===== config.mk =====
export PLATFORM = sky130hd
export DESIGN_NAME = shell_command_line_tokenizer_core
export DESIGN_NICKNAME = d
export VERILOG_FILES = /design/src/rtl/shtok_pkg.sv /design/src/rtl/shtok_front.sv /design/src/rtl/shtok_queue.sv /design/src/rtl/shtok_back.sv /design/src/rtl/shell_command_line_tokenizer_core.sv
export SDC_FILE = /design/constraint.sdc
export NUM_CORES = 1
export LEC_CHECK = 0
export ABC_AREA = 1
export BUFFER_PORTS_ARGS = -buffer_cell sky130_fd_sc_hd__buf_2
export CAP_MARGIN = 20
export CELL_PAD_IN_SITES_DETAIL_PLACEMENT = 0
export CELL_PAD_IN_SITES_GLOBAL_PLACEMENT = 1
export CORE_MARGIN = 5
export CORE_UTILIZATION = 50
export DETAILED_ROUTE_END_ITERATION = 10
export PLACE_DENSITY = 0.78
export SLEW_MARGIN = 10
export SYNTH_ARGS = -nofsm -noshare
export SYNTH_HDL_FRONTEND = slang
export SYNTH_SLANG_ARGS = --single-unit

===== constraint.sdc =====
create_clock -name clk_i -period 4.3 [get_ports clk_i]
set_clock_uncertainty 0.2 [all_clocks]
set_input_delay 1.29 -clock clk_i [delete_from_list [all_inputs] [get_ports clk_i]]
set_output_delay 1.29 -clock clk_i [all_outputs]
set_load 0.02 [all_outputs]

===== src/rtl/shtok_pkg.sv =====
package shtok_pkg;

  localparam int unsigned QueueDepth = 4;

  typedef enum logic [3:0] {
    KindChar        = 4'd0,
    KindWordEnd     = 4'd1,
    KindRedirIn     = 4'd2,
    KindRedirOut    = 4'd3,
    KindRedirAppend = 4'd4,
    KindPipe        = 4'd5,
    KindBackground  = 4'd6,
    KindLineDone    = 4'd7,
    KindUnterm      = 4'd8
  } tok_kind_e;

  localparam logic [7:0] ChGt     = 8'h3E;
  localparam logic [7:0] ChLt     = 8'h3C;
  localparam logic [7:0] ChPipe   = 8'h7C;
  localparam logic [7:0] ChAmp    = 8'h26;
  localparam logic [7:0] ChBslash = 8'h5C;
  localparam logic [7:0] ChSquote = 8'h27;
  localparam logic [7:0] ChDquote = 8'h22;
  localparam logic [7:0] ChSpace  = 8'h20;
  localparam logic [7:0] ChTab    = 8'h09;
  localparam logic [7:0] ChNl     = 8'h0A;

  typedef struct packed {
    logic       cmd;
    logic [7:0] char_byte;
  } tok_in_t;

  typedef struct packed {
    tok_kind_e  token_kind;
    logic [7:0] word_byte;
    logic       last_of_run;
  } tok_out_t;

  typedef struct packed {
    tok_kind_e  kind;
    logic [7:0] data;
  } tok_res_t;

  // results caused by one input word, cnt is 1 or 2 when queued
  typedef struct packed {
    logic [1:0] cnt;
    tok_res_t   res1;
    tok_res_t   res0;
  } tok_ent_t;

endpackage


===== src/rtl/shtok_front.sv =====
module shtok_front (
  input  logic               clk_i,
  input  logic               rst_ni,
  input  logic               in_valid_i,
  input  shtok_pkg::tok_in_t in_word_i,
  input  logic               q_full_i,
  output logic               q_push_o,
  output shtok_pkg::tok_ent_t q_ent_o
);
  import shtok_pkg::*;

  typedef enum logic [1:0] {
    ModeNormal = 2'd0,
    ModeSquote = 2'd1,
    ModeDquote = 2'd2
  } mode_e;

  mode_e mode_q, mode_d;
  logic  esc_q, esc_d;
  logic  gt_q, gt_d;
  logic  open_q, open_d;
  logic  take;

  function automatic tok_ent_t add_res(tok_ent_t e, tok_kind_e k, logic [7:0] b);
    tok_ent_t r;
    r = e;
    case (e.cnt)
      2'd0: begin
        r.res0 = '{kind: k, data: b};
        r.cnt  = 2'd1;
      end
      2'd1: begin
        r.res1 = '{kind: k, data: b};
        r.cnt  = 2'd2;
      end
      default: r = e;
    endcase
    return r;
  endfunction

  always_comb begin
    tok_ent_t   e;
    logic [7:0] c;
    e      = '0;
    c      = in_word_i.char_byte;
    mode_d = mode_q;
    esc_d  = esc_q;
    gt_d   = gt_q;
    open_d = open_q;
    if (in_word_i.cmd) begin
      if (mode_q != ModeNormal) begin
        e = add_res(e, KindUnterm, 8'h00);
      end else begin
        if (gt_q) e = add_res(e, KindRedirOut, 8'h00);
        if (open_q) e = add_res(e, KindWordEnd, 8'h00);
        e = add_res(e, KindLineDone, 8'h00);
      end
      mode_d = ModeNormal;
      esc_d  = 1'b0;
      gt_d   = 1'b0;
      open_d = 1'b0;
    end else if (gt_q && !esc_q && c == ChGt) begin
      gt_d = 1'b0;
      e    = add_res(e, KindRedirAppend, 8'h00);
    end else begin
      if (gt_q) begin
        gt_d = 1'b0;
        e    = add_res(e, KindRedirOut, 8'h00);
      end
      if (esc_q) begin
        esc_d  = 1'b0;
        open_d = 1'b1;
        e      = add_res(e, KindChar, c);
      end else if (c == ChBslash) begin
        esc_d = 1'b1;
      end else begin
        case (mode_q)
          ModeSquote, ModeDquote: begin
            if ((mode_q == ModeSquote && c == ChSquote) ||
                (mode_q == ModeDquote && c == ChDquote)) begin
              mode_d = ModeNormal;
              open_d = 1'b0;
              if (open_q) e = add_res(e, KindWordEnd, 8'h00);
            end else begin
              open_d = 1'b1;
              e      = add_res(e, KindChar, c);
            end
          end
          default: begin
            if (c == ChSpace || c == ChTab || c == ChNl) begin
              open_d = 1'b0;
              if (open_q) e = add_res(e, KindWordEnd, 8'h00);
            end else if (c == ChSquote) begin
              mode_d = ModeSquote;
            end else if (c == ChDquote) begin
              mode_d = ModeDquote;
            end else if (c == ChLt || c == ChGt || c == ChPipe || c == ChAmp) begin
              open_d = 1'b0;
              if (open_q) e = add_res(e, KindWordEnd, 8'h00);
              if (c == ChLt) e = add_res(e, KindRedirIn, 8'h00);
              else if (c == ChPipe) e = add_res(e, KindPipe, 8'h00);
              else if (c == ChAmp) e = add_res(e, KindBackground, 8'h00);
              else gt_d = 1'b1;
            end else begin
              open_d = 1'b1;
              e      = add_res(e, KindChar, c);
            end
          end
        endcase
      end
    end
    q_ent_o = e;
  end

  assign take     = in_valid_i && !q_full_i;
  assign q_push_o = take && (q_ent_o.cnt != 2'd0);

  always_ff @(posedge clk_i or negedge rst_ni) begin
    if (!rst_ni) begin
      mode_q <= ModeNormal;
      esc_q  <= 1'b0;
      gt_q   <= 1'b0;
      open_q <= 1'b0;
    end else if (take) begin
      mode_q <= mode_d;
      esc_q  <= esc_d;
      gt_q   <= gt_d;
      open_q <= open_d;
    end
  end

endmodule


===== src/rtl/shtok_queue.sv =====
module shtok_queue #(
  parameter int unsigned Depth = shtok_pkg::QueueDepth
) (
  input  logic                clk_i,
  input  logic                rst_ni,
  input  logic                push_i,
  input  shtok_pkg::tok_ent_t push_ent_i,
  output logic                full_o,
  input  logic                pop_i,
  output logic                empty_o,
  output shtok_pkg::tok_ent_t pop_ent_o
);
  import shtok_pkg::*;

  localparam int unsigned AW = (Depth > 1) ? $clog2(Depth) : 1;
  localparam int unsigned CW = $clog2(Depth + 1);
  localparam logic [AW-1:0] LastIdx = AW'(Depth - 1);
  localparam logic [CW-1:0] FullCnt = CW'(Depth);

  tok_ent_t        mem_q [Depth];
  logic [AW-1:0]   wr_q, rd_q;
  logic [CW-1:0]   cnt_q;
  logic            do_push, do_pop;

  assign full_o    = (cnt_q == FullCnt);
  assign empty_o   = (cnt_q == '0);
  assign do_push   = push_i && !full_o;
  assign do_pop    = pop_i && !empty_o;
  assign pop_ent_o = mem_q[rd_q];

  always_ff @(posedge clk_i) begin
    if (do_push) mem_q[wr_q] <= push_ent_i;
  end

  always_ff @(posedge clk_i or negedge rst_ni) begin
    if (!rst_ni) begin
      wr_q  <= '0;
      rd_q  <= '0;
      cnt_q <= '0;
    end else begin
      if (do_push) wr_q <= (wr_q == LastIdx) ? '0 : wr_q + 1'b1;
      if (do_pop) rd_q <= (rd_q == LastIdx) ? '0 : rd_q + 1'b1;
      if (do_push && !do_pop) cnt_q <= cnt_q + 1'b1;
      else if (do_pop && !do_push) cnt_q <= cnt_q - 1'b1;
    end
  end

endmodule


===== src/rtl/shtok_back.sv =====
module shtok_back (
  input  logic                clk_i,
  input  logic                rst_ni,
  input  logic                q_empty_i,
  input  shtok_pkg::tok_ent_t q_ent_i,
  output logic                q_pop_o,
  output logic                out_valid_o,
  input  logic                out_stall_i,
  output shtok_pkg::tok_out_t out_word_o
);
  import shtok_pkg::*;

  tok_ent_t ent_q;
  logic     have_q;
  logic     sel_q;
  logic     last;
  logic     done;
  tok_res_t cur;

  assign last    = sel_q || (ent_q.cnt == 2'd1);
  assign done    = have_q && !out_stall_i;
  assign q_pop_o = !q_empty_i && (!have_q || (done && last));
  assign cur     = sel_q ? ent_q.res1 : ent_q.res0;

  assign out_valid_o            = have_q;
  assign out_word_o.token_kind  = cur.kind;
  assign out_word_o.word_byte   = cur.data;
  assign out_word_o.last_of_run = last;

  always_ff @(posedge clk_i) begin
    if (q_pop_o) ent_q <= q_ent_i;
  end

  always_ff @(posedge clk_i or negedge rst_ni) begin
    if (!rst_ni) begin
      have_q <= 1'b0;
      sel_q  <= 1'b0;
    end else if (q_pop_o) begin
      have_q <= 1'b1;
      sel_q  <= 1'b0;
    end else if (done) begin
      if (last) begin
        have_q <= 1'b0;
        sel_q  <= 1'b0;
      end else begin
        sel_q <= 1'b1;
      end
    end
  end

endmodule


===== src/rtl/shell_command_line_tokenizer_core.sv =====
// Shell-style command-line tokenizer.
// Input channel: one word per byte (cmd = 0) or an end-of-line marker
// (cmd = 1), accepted when in_valid_i is high and in_stall_o is low.
// Output channel: one word per token result (char byte, word end,
// redirection, pipe, background, line done, unterminated quote), taken
// when out_valid_o is high and out_stall_i is low; last_of_run marks the
// final result of an input word. Bytes that give no result (quotes that
// open, a backslash, whitespace between words, a lone '>') emit nothing.
// Throughput: one input word per cycle while in_stall_o is low; output
// runs at one result per cycle while out_stall_i is low.
// Path: the classifier writes the queue at the edge that accepts the input
// word, and the back end then loads its output register from the queue and
// raises out_valid_o; earlier results or out_stall_i can hold the entry in
// the queue.
// A queue of QueueDepth entries sits between classifier and output stage;
// in_stall_o rises only when that queue is full, e.g. while the receiver
// holds out_stall_i. A stalled output word is held unchanged.
// Reset clears the lexer state (normal mode, no escape, no pending '>',
// no open word), empties the queue and drops out_valid_o.
module shell_command_line_tokenizer_core #(
  parameter int unsigned QueueDepth = shtok_pkg::QueueDepth
) (
  input  logic                clk_i,
  input  logic                rst_ni,
  input  logic                in_valid_i,
  output logic                in_stall_o,
  input  shtok_pkg::tok_in_t  in_word_i,
  output logic                out_valid_o,
  input  logic                out_stall_i,
  output shtok_pkg::tok_out_t out_word_o
);
  import shtok_pkg::*;

  logic     q_push, q_full, q_pop, q_empty;
  tok_ent_t q_wr_ent, q_rd_ent;

  assign in_stall_o = q_full;

  shtok_front u_front (
    .clk_i      (clk_i),
    .rst_ni     (rst_ni),
    .in_valid_i (in_valid_i),
    .in_word_i  (in_word_i),
    .q_full_i   (q_full),
    .q_push_o   (q_push),
    .q_ent_o    (q_wr_ent)
  );

  shtok_queue #(
    .Depth (QueueDepth)
  ) u_queue (
    .clk_i      (clk_i),
    .rst_ni     (rst_ni),
    .push_i     (q_push),
    .push_ent_i (q_wr_ent),
    .full_o     (q_full),
    .pop_i      (q_pop),
    .empty_o    (q_empty),
    .pop_ent_o  (q_rd_ent)
  );

  shtok_back u_back (
    .clk_i       (clk_i),
    .rst_ni      (rst_ni),
    .q_empty_i   (q_empty),
    .q_ent_i     (q_rd_ent),
    .q_pop_o     (q_pop),
    .out_valid_o (out_valid_o),
    .out_stall_i (out_stall_i),
    .out_word_o  (out_word_o)
  );

  // second result of a byte follows right after the first
  a_second_follows: assert property (@(posedge clk_i) disable iff (!rst_ni)
    out_valid_o && !out_stall_i && !out_word_o.last_of_run |=> out_valid_o)
    else $error("second result missing");

  a_byte_only_char: assert property (@(posedge clk_i) disable iff (!rst_ni)
    out_valid_o && out_word_o.token_kind != KindChar |-> out_word_o.word_byte == 8'h00)
    else $error("nonzero byte on non-char result");

  a_unterm_last: assert property (@(posedge clk_i) disable iff (!rst_ni)
    out_valid_o && (out_word_o.token_kind == KindUnterm ||
                    out_word_o.token_kind == KindLineDone) |-> out_word_o.last_of_run)
    else $error("end-of-line result not last");

  a_stall_only_full: assert property (@(posedge clk_i) disable iff (!rst_ni)
    in_stall_o |-> out_valid_o)
    else $error("input stalled with idle output");

endmodule

# Yosys cells after proc, flatten, opt, wreduce, memory -nomap -nowiden
# Memories as Yosys holds them, arrays and structs flattened. A register that Yosys moved wholly into a read port is not among the register bits.
# Index checks and enable logic that the tools add are counted.
# op_classes
add_sub_neg	4
n_mux	98
n_reduce_logical	44
n_eq_ne	28
# op_table
operator	count
$mux W26	31
$mux W12	15
$eq A8 B6 Y1 const B	6
$mux W1	34
$mux W25	1
$mux W2	11
$eq A8 B4 Y1 const B	2
$eq A8 B7 Y1 const B	2
$pmux W2 S2	4
$logic_and A1 B1 Y1	13
$eq A2 B1 Y1 const B	6
$ne A5 B4 Y1 const B	2
$reduce_bool A2 Y1	5
$logic_not A2 Y1	4
$logic_or A1 B1 Y1	8
$logic_not A1 Y1	7
$reduce_and A7 Y1	1
$eq A2 B2 Y1 const B	3
$mux W3	2
$ne A2 B2 Y1 const B	3
$ne A3 B2 Y1 const B	2
$reduce_and A5 Y1	1
$add A2 B1 Y2 const B	2
$reduce_and A2 Y1	2
other kinds (7)	7
# totals
input_bits	13
mem_bits_rw	104
memories	1
out_inout_bits	15
wordCells	184
register_bits	14
# memory_table
name	words	width	read_ports	rd_ports_with_merged_regs	wr	line	text
u_queue.mem_q	4	26	1	1	1	shtok_queue.sv:20	tok_ent_t mem_q [Depth];

# Longest topological paths before layout
# depth
depth_word	38
ltp_mapped	21
mapped_depth_nobuf	21

# By module
# From an unflattened synthesis, not the netlist that was laid out.
# hier_totals
cells_unflattened	674
hier_area_um2	7060.5
# modules_own_cells
module	cells_per_inst	seq_area_each_um2	instances	area_per_inst_um2
shtok_queue	364	3298.2	1	4703.3
shtok_front	225	125.1	1	1286.2
shtok_back	85	830.8	1	1071.0

# Worst setup path before layout
# No wires, ideal clock.
# synth_path
path_kind	input to register
from	input port in_word_i[7] (netlist bit)
to	memory u_queue.mem_q[3][0] (netlist bit) (enable)
setup_ps	407
path_buffers	0
slack_ps	230
t_required_ps	3693
cell_stages	11
t_arrival_ps	3464
path_cell_list	inv_1 > nand2_4 > nor2_4 > nand3_2 > nand3_1 > nand2_1 > a21oi_2 > a21oi_2 > nand4_4 > nand2_4 > nor2_1
# synth_via
elab_chain_cells	18
elab_cells_between_ends	37
cone_classes	eq/ne (10); mux (15); reduce/logical (12)
# synth_rtl
element	line	text
start: declaration	shell_command_line_tokenizer_core.sv:27	input shtok_pkg::tok_in_t in_word_i,
$eq A8 B6 Y1, on equally long branches	-	
$mux W26 / $logic_or A1 B1 Y1 (equally long branches)	shtok_front.sv:102, shtok_front.sv:97	
$mux W26 / $logic_or A1 B1 Y1 (equally long branches)	shtok_front.sv:101, shtok_front.sv:97	
$mux W26 / $logic_or A1 B1 Y1 (equally long branches)	shtok_front.sv:100, shtok_front.sv:97	
$mux W26	shtok_front.sv:97	end else if (c == ChLt || c == ChGt || c == ChPipe || c == ChAmp) begin
$mux W26	shtok_front.sv:95	end else if (c == ChDquote) begin
$mux W26	shtok_front.sv:93	end else if (c == ChSquote) begin
$mux W26	shtok_front.sv:90	if (c == ChSpace || c == ChTab || c == ChNl) begin
(+2 left out)	-	
$mux W26	shtok_front.sv:70	if (esc_q) begin
$mux W26 *	shtok_front.sv:62	end else if (gt_q && !esc_q && c == ChGt) begin
$mux W26 *	shtok_front.sv:50	if (in_word_i.cmd) begin
$reduce_bool A2 Y1 *	shtok_front.sv:116	assign q_push_o = take && (q_ent_o.cnt != 2'd0);
$logic_and A1 B1 Y1 *	shtok_front.sv:116	
$logic_and A1 B1 Y1 *	shtok_queue.sv:27	assign do_push = push_i && !full_o;
$mux W1 *	shtok_queue.sv:32	if (do_push) mem_q[wr_q] <= push_ent_i;
$mux W1 (implied by the code) *	shtok_queue.sv:32	
end: declaration	shtok_queue.sv:20	
# Mark *: on every way between the ends. The rest lies on a longest branch, timed or not.

# Worst setup path in the final report
# layout_path
from	input port in_word_i[7] (netlist bit)
to	register u_queue.cnt_q[2]
# layout_via
elab_chain_cells	19
elab_cells_between_ends	40
cone_classes	eq/ne (10); mux (14); reduce/logical (16)
# layout_rtl
element	line	text
$eq A8 B6 Y1, on equally long branches	-	
$mux W26 / $logic_or A1 B1 Y1 (equally long branches)	shtok_front.sv:102, shtok_front.sv:97	
$mux W26 / $logic_or A1 B1 Y1 (equally long branches)	shtok_front.sv:101, shtok_front.sv:97	
$mux W26 / $logic_or A1 B1 Y1 (equally long branches)	shtok_front.sv:100, shtok_front.sv:97	
$mux W26	shtok_front.sv:97	
$mux W26	shtok_front.sv:95	
$mux W26	shtok_front.sv:93	
$mux W26	shtok_front.sv:90	
(+4 left out)	-	
$mux W26 *	shtok_front.sv:50	
$reduce_bool A2 Y1 *	shtok_front.sv:116	
$logic_and A1 B1 Y1 *	shtok_front.sv:116	
$logic_and A1 B1 Y1 *	shtok_queue.sv:27	
named net u_queue.do_push	shtok_queue.sv:23	logic do_push, do_pop;
$logic_not A1 Y1	shtok_queue.sv:44	else if (do_pop && !do_push) cnt_q <= cnt_q - 1'b1;
$logic_and A1 B1 Y1	shtok_queue.sv:44	
$reduce_bool A2 Y1 (no source line)	-	
end signal: assignment	shtok_queue.sv:43	if (do_push && !do_pop) cnt_q <= cnt_q + 1'b1;
end signal: assignment	shtok_queue.sv:44	
end: declaration	shtok_queue.sv:22	logic [CW-1:0] cnt_q;
# The timed path passes the listed nets; every way through them passes the cells marked *.
# A chain may end at the register's enable or synchronous reset.

==> results.toml <==
[finish]
area_growth_syn_to_layout_pct = 15.20
ant_diodes = 0
final_design_area_no_fill_mm2 = 0.007310
final_util_pct = 58.40
finalNonFillerCells = 767
final_layout_size_suffix_gt1_share_pct = 23.03
nNetsFinal = 608

[sta]
worst_pin_slew_ns = 0.8285
layout_min_cycle_time_ns = 3.730
whs_ns = 0.3312
rsz0062_at_grt = "false"
max-slew-margin-rel_pct = 44.70
setup_ws_ns = 0.5698
hold_viol = 0
final.period_utilization_pct = 86.75
final_max_slew_viol_count = 0
fmax_ghz = 0.2681
setup_viol_count_final = 0
timing.setup.tns_ns = 0

[clocking]
post_cts_hold_buffer_count = 0
clock_insertion_delay_worst_skew_ns = 0.42
cts_resized = 0
tritoncts = "built"
tritoncts_buffer_count = 17
cts.reportedPaths.clkPinSlew_ns = 0.06
cts_setup_buffers = 0
cts_num_sinks = 139
max-clock-path-buffers = 2
cts.htree.levels = 4
clock-root-buffer = "sky130_fd_sc_hd__clkbuf_16"

[detailed_routing]
post-route-drc-count = 0
route.detailed.wl_per_inst_um = 17.19
ant_nets = 0
detailedRoute.firstIterationViolations = 347
postRouteWirelength_um = 13180
via_count = 4134
route.detailed.vias_per_inst = 5.390
firstDrtPassIters = 5

[synth]
ys.flop_type = "sky130_fd_sc_hd__edfxtp_1"
synthArstFlopShare_pct = 10.07
synth.avg_cell_area_um2 = 11.60
seq_area_frac_synth_pct = 64.68
synth_area_mm2 = 0.006345
synth_edf_count = 125
synth_cells = 547
synthesis.yosys.warnings = 0
netlist-cell-type-count = 39
flip_flop_and_latch_count_after_synthesis = 139
synth_nets = 573

[place]
place.gp.congestion = 0.8759
io_buffer_count = 27
numPlacedInstances = 735
dp_worst_setup_slack_ns = 0.1586
dpl_cell_area_mm2 = 0.006685
detailedPlacementHpwl_um = 8360

[power_and_ir_drop]
report.power.total_mw = 5.301
power_leakage_nw = 2.743
cellPowerDensity_mw_per_mm2 = 725.3
vdd_drop_max_mv = 0.2841

[global_route]
grt_start_max_net_pins = 54
grt_pass1_wl_um = 21180
vias_in_the_first_global_route = 4082
grtUsageTotal_pct = 19.11
initial_antenna_violation_count = 0
grt.overflow.total = 0

[setup_path]
critical_path_buf_inv_count = 4
critPathLaunchType = "primary input"
critPathSlowestCell = "sky130_fd_sc_hd__fa_1"
worstSetupEndpointType = "register"
list_of_cells_traversed_by_the_critical_path = "buf_2 > inv_1 > nand2_4 > nor2_4 > nand3_2 > nand3_1 > nand2_1 > a21oi_2 > a21oi_2 > nand4_4 > nand2_4 > inv_1 > ha_1 > inv_1 > fa_1 > a21oi_1 > o21ai_0 > xor2_1"
critPathArrivalTime_ns = 3.82
critical-path-top-cell-by-count = "sky130_fd_sc_hd__inv_1"
crit_family = "simple AND/OR/NAND/NOR gates"
crit_fanout = 7
required_time_worst_endpoint_ns = 4.39
timing_worst_setup_path_type = "primary input to register"
worst_path_largest_cell_delay_ns = 0.46

[die]
vert_die_dim_um = 122.7
start_util_pct = 50.69
design.portCount = 28
total_die_area_mm2 = 0.01504
row_count = 41
fp.coreArea_mm2 = 0.01252
die_x_um = 122.7

[outcome]
status = "finished, final reports clean"

[hold_path]
hold_class = "register to register"

[flow_run]
cap_viol_max_count = 0
[report_power, final]
part	internal [mW]	total (mW)	switching [mW]
logic	0.526	1.64	1.12
clock network	0.971	1.51	0.541
registers	2.01	2.14	0.138
total	3.50	5.30	1.80
[registers in the layout, indices dropped and copies added (netlist names)]
name	cells
u_back.ent_q	25
u_back.out_valid_o	1
u_back.sel_q	1
u_front.esc_q	1
u_front.gt_q	1
u_front.mode_q	2
u_front.open_q	1
u_queue.cnt_q	3
u_queue.mem_q	100
u_queue.rd_q	2
u_queue.wr_q	2
[synthesized netlist by cell type, types with 11 or more instances]
library cell / n / area, µm²
sky130_fd_sc_hd__edfxtp_1: 125 / 3754
sky130_fd_sc_hd__mux2_2: 12 / 135.1
sky130_fd_sc_hd__ha_1: 12 / 150.1
sky130_fd_sc_hd__inv_2: 11 / 41.29
sky130_fd_sc_hd__nor2_1: 77 / 289.0
sky130_fd_sc_hd__inv_1: 41 / 153.9
sky130_fd_sc_hd__nand2_1: 42 / 157.7
sky130_fd_sc_hd__nand2_2: 14 / 87.58
sky130_fd_sc_hd__a21oi_1: 11 / 55.05
sky130_fd_sc_hd__dfrtp_1: 14 / 350.3
sky130_fd_sc_hd__o22ai_1: 26 / 162.7
sky130_fd_sc_hd__o21ai_0: 70 / 350.3
sky130_fd_sc_hd__clkbuf_1: 16 / 60.06
sky130_fd_sc_hd__nand3_1: 18 / 90.09
[kinds of logic (layout without fill, tap and decap cells)]
family,count (synthesis),after routing,share of synthesized area (%)
AO/OA/AOI/OAI,118,118,10.57
XOR/XNOR,2,2,0.2761
adder cells (fa/ha/maj),13,13,2.682
buffers and inverters,75,123,4.733
flip-flops,139,139,64.68
multiplexers,12,12,2.130
AND/OR/NAND/NOR,188,188,14.93
[layer usage]
layer	track usage [%]	vias up	share of wire, %	wire length, µm
met5	0	-	0	0
li1	-	2018	-	-
met4	7.278	0	0.96	126
met3	4.654	10	4.7	625
met1	25.43	2008	46	6122
met2	30.54	98	48	6306
[cell type report]
class | count | area [µm²]
fill | 1051 | 5207
multi-input combinational | 333 | 1946
clock buffer | 18 | 429.2
tap | 172 | 215.2
inverter | 52 | 195.2
clock inverter | 14 | 195.2
timing repair buffer | 39 | 225.2
sequential | 139 | 4104
[cells in the final DEF (no fill, tap or decap), types with 4 or more instances in the layout]
master,instances
sky130_fd_sc_hd__nand3_1,18
sky130_fd_sc_hd__edfxtp_1,125
sky130_fd_sc_hd__nand2_2,14
sky130_fd_sc_hd__ha_1,12
sky130_fd_sc_hd__nor4_1,5
sky130_fd_sc_hd__inv_2,11
sky130_fd_sc_hd__buf_4,12
sky130_fd_sc_hd__nor4_2,10
sky130_fd_sc_hd__clkinv_4,4
sky130_fd_sc_hd__o21ai_0,70
sky130_fd_sc_hd__a21oi_1,11
sky130_fd_sc_hd__nand2_1,42
sky130_fd_sc_hd__nor2_2,8
sky130_fd_sc_hd__clkbuf_16,17
sky130_fd_sc_hd__nor2_1,75
sky130_fd_sc_hd__inv_1,41
sky130_fd_sc_hd__nor3_1,7
sky130_fd_sc_hd__o22ai_1,26
sky130_fd_sc_hd__bufinv_16,4
sky130_fd_sc_hd__mux2_2,12
sky130_fd_sc_hd__buf_2,27
sky130_fd_sc_hd__dfrtp_1,14
[tightest hold or removal path, cell delays in order (launching register included)]
cell                      delay [ns]
sky130_fd_sc_hd__dfrtp_1        0.38
sky130_fd_sc_hd__nand2_1        0.07
sky130_fd_sc_hd__o41ai_1        0.05
[worst paths after layout]
kind                                    from           endpoint  slack [ns]  cells past startpoint
min in group asynchronous             rst_ni   u_queue.cnt_q[2]        0.58                      1
max in group asynchronous             rst_ni  u_front.mode_q[0]        3.05                      1
hold reg to reg            u_front.mode_q[0]  u_front.mode_q[0]        0.33                      2
setup / recovery                in_word_i[7]   u_queue.cnt_q[2]        0.57                     18
setup reg to reg           u_front.mode_q[0]   u_queue.cnt_q[1]        1.09                     13
hold / removal             u_front.mode_q[0]  u_front.mode_q[0]        0.33                      2
Power figures use the tool's default switching activity.
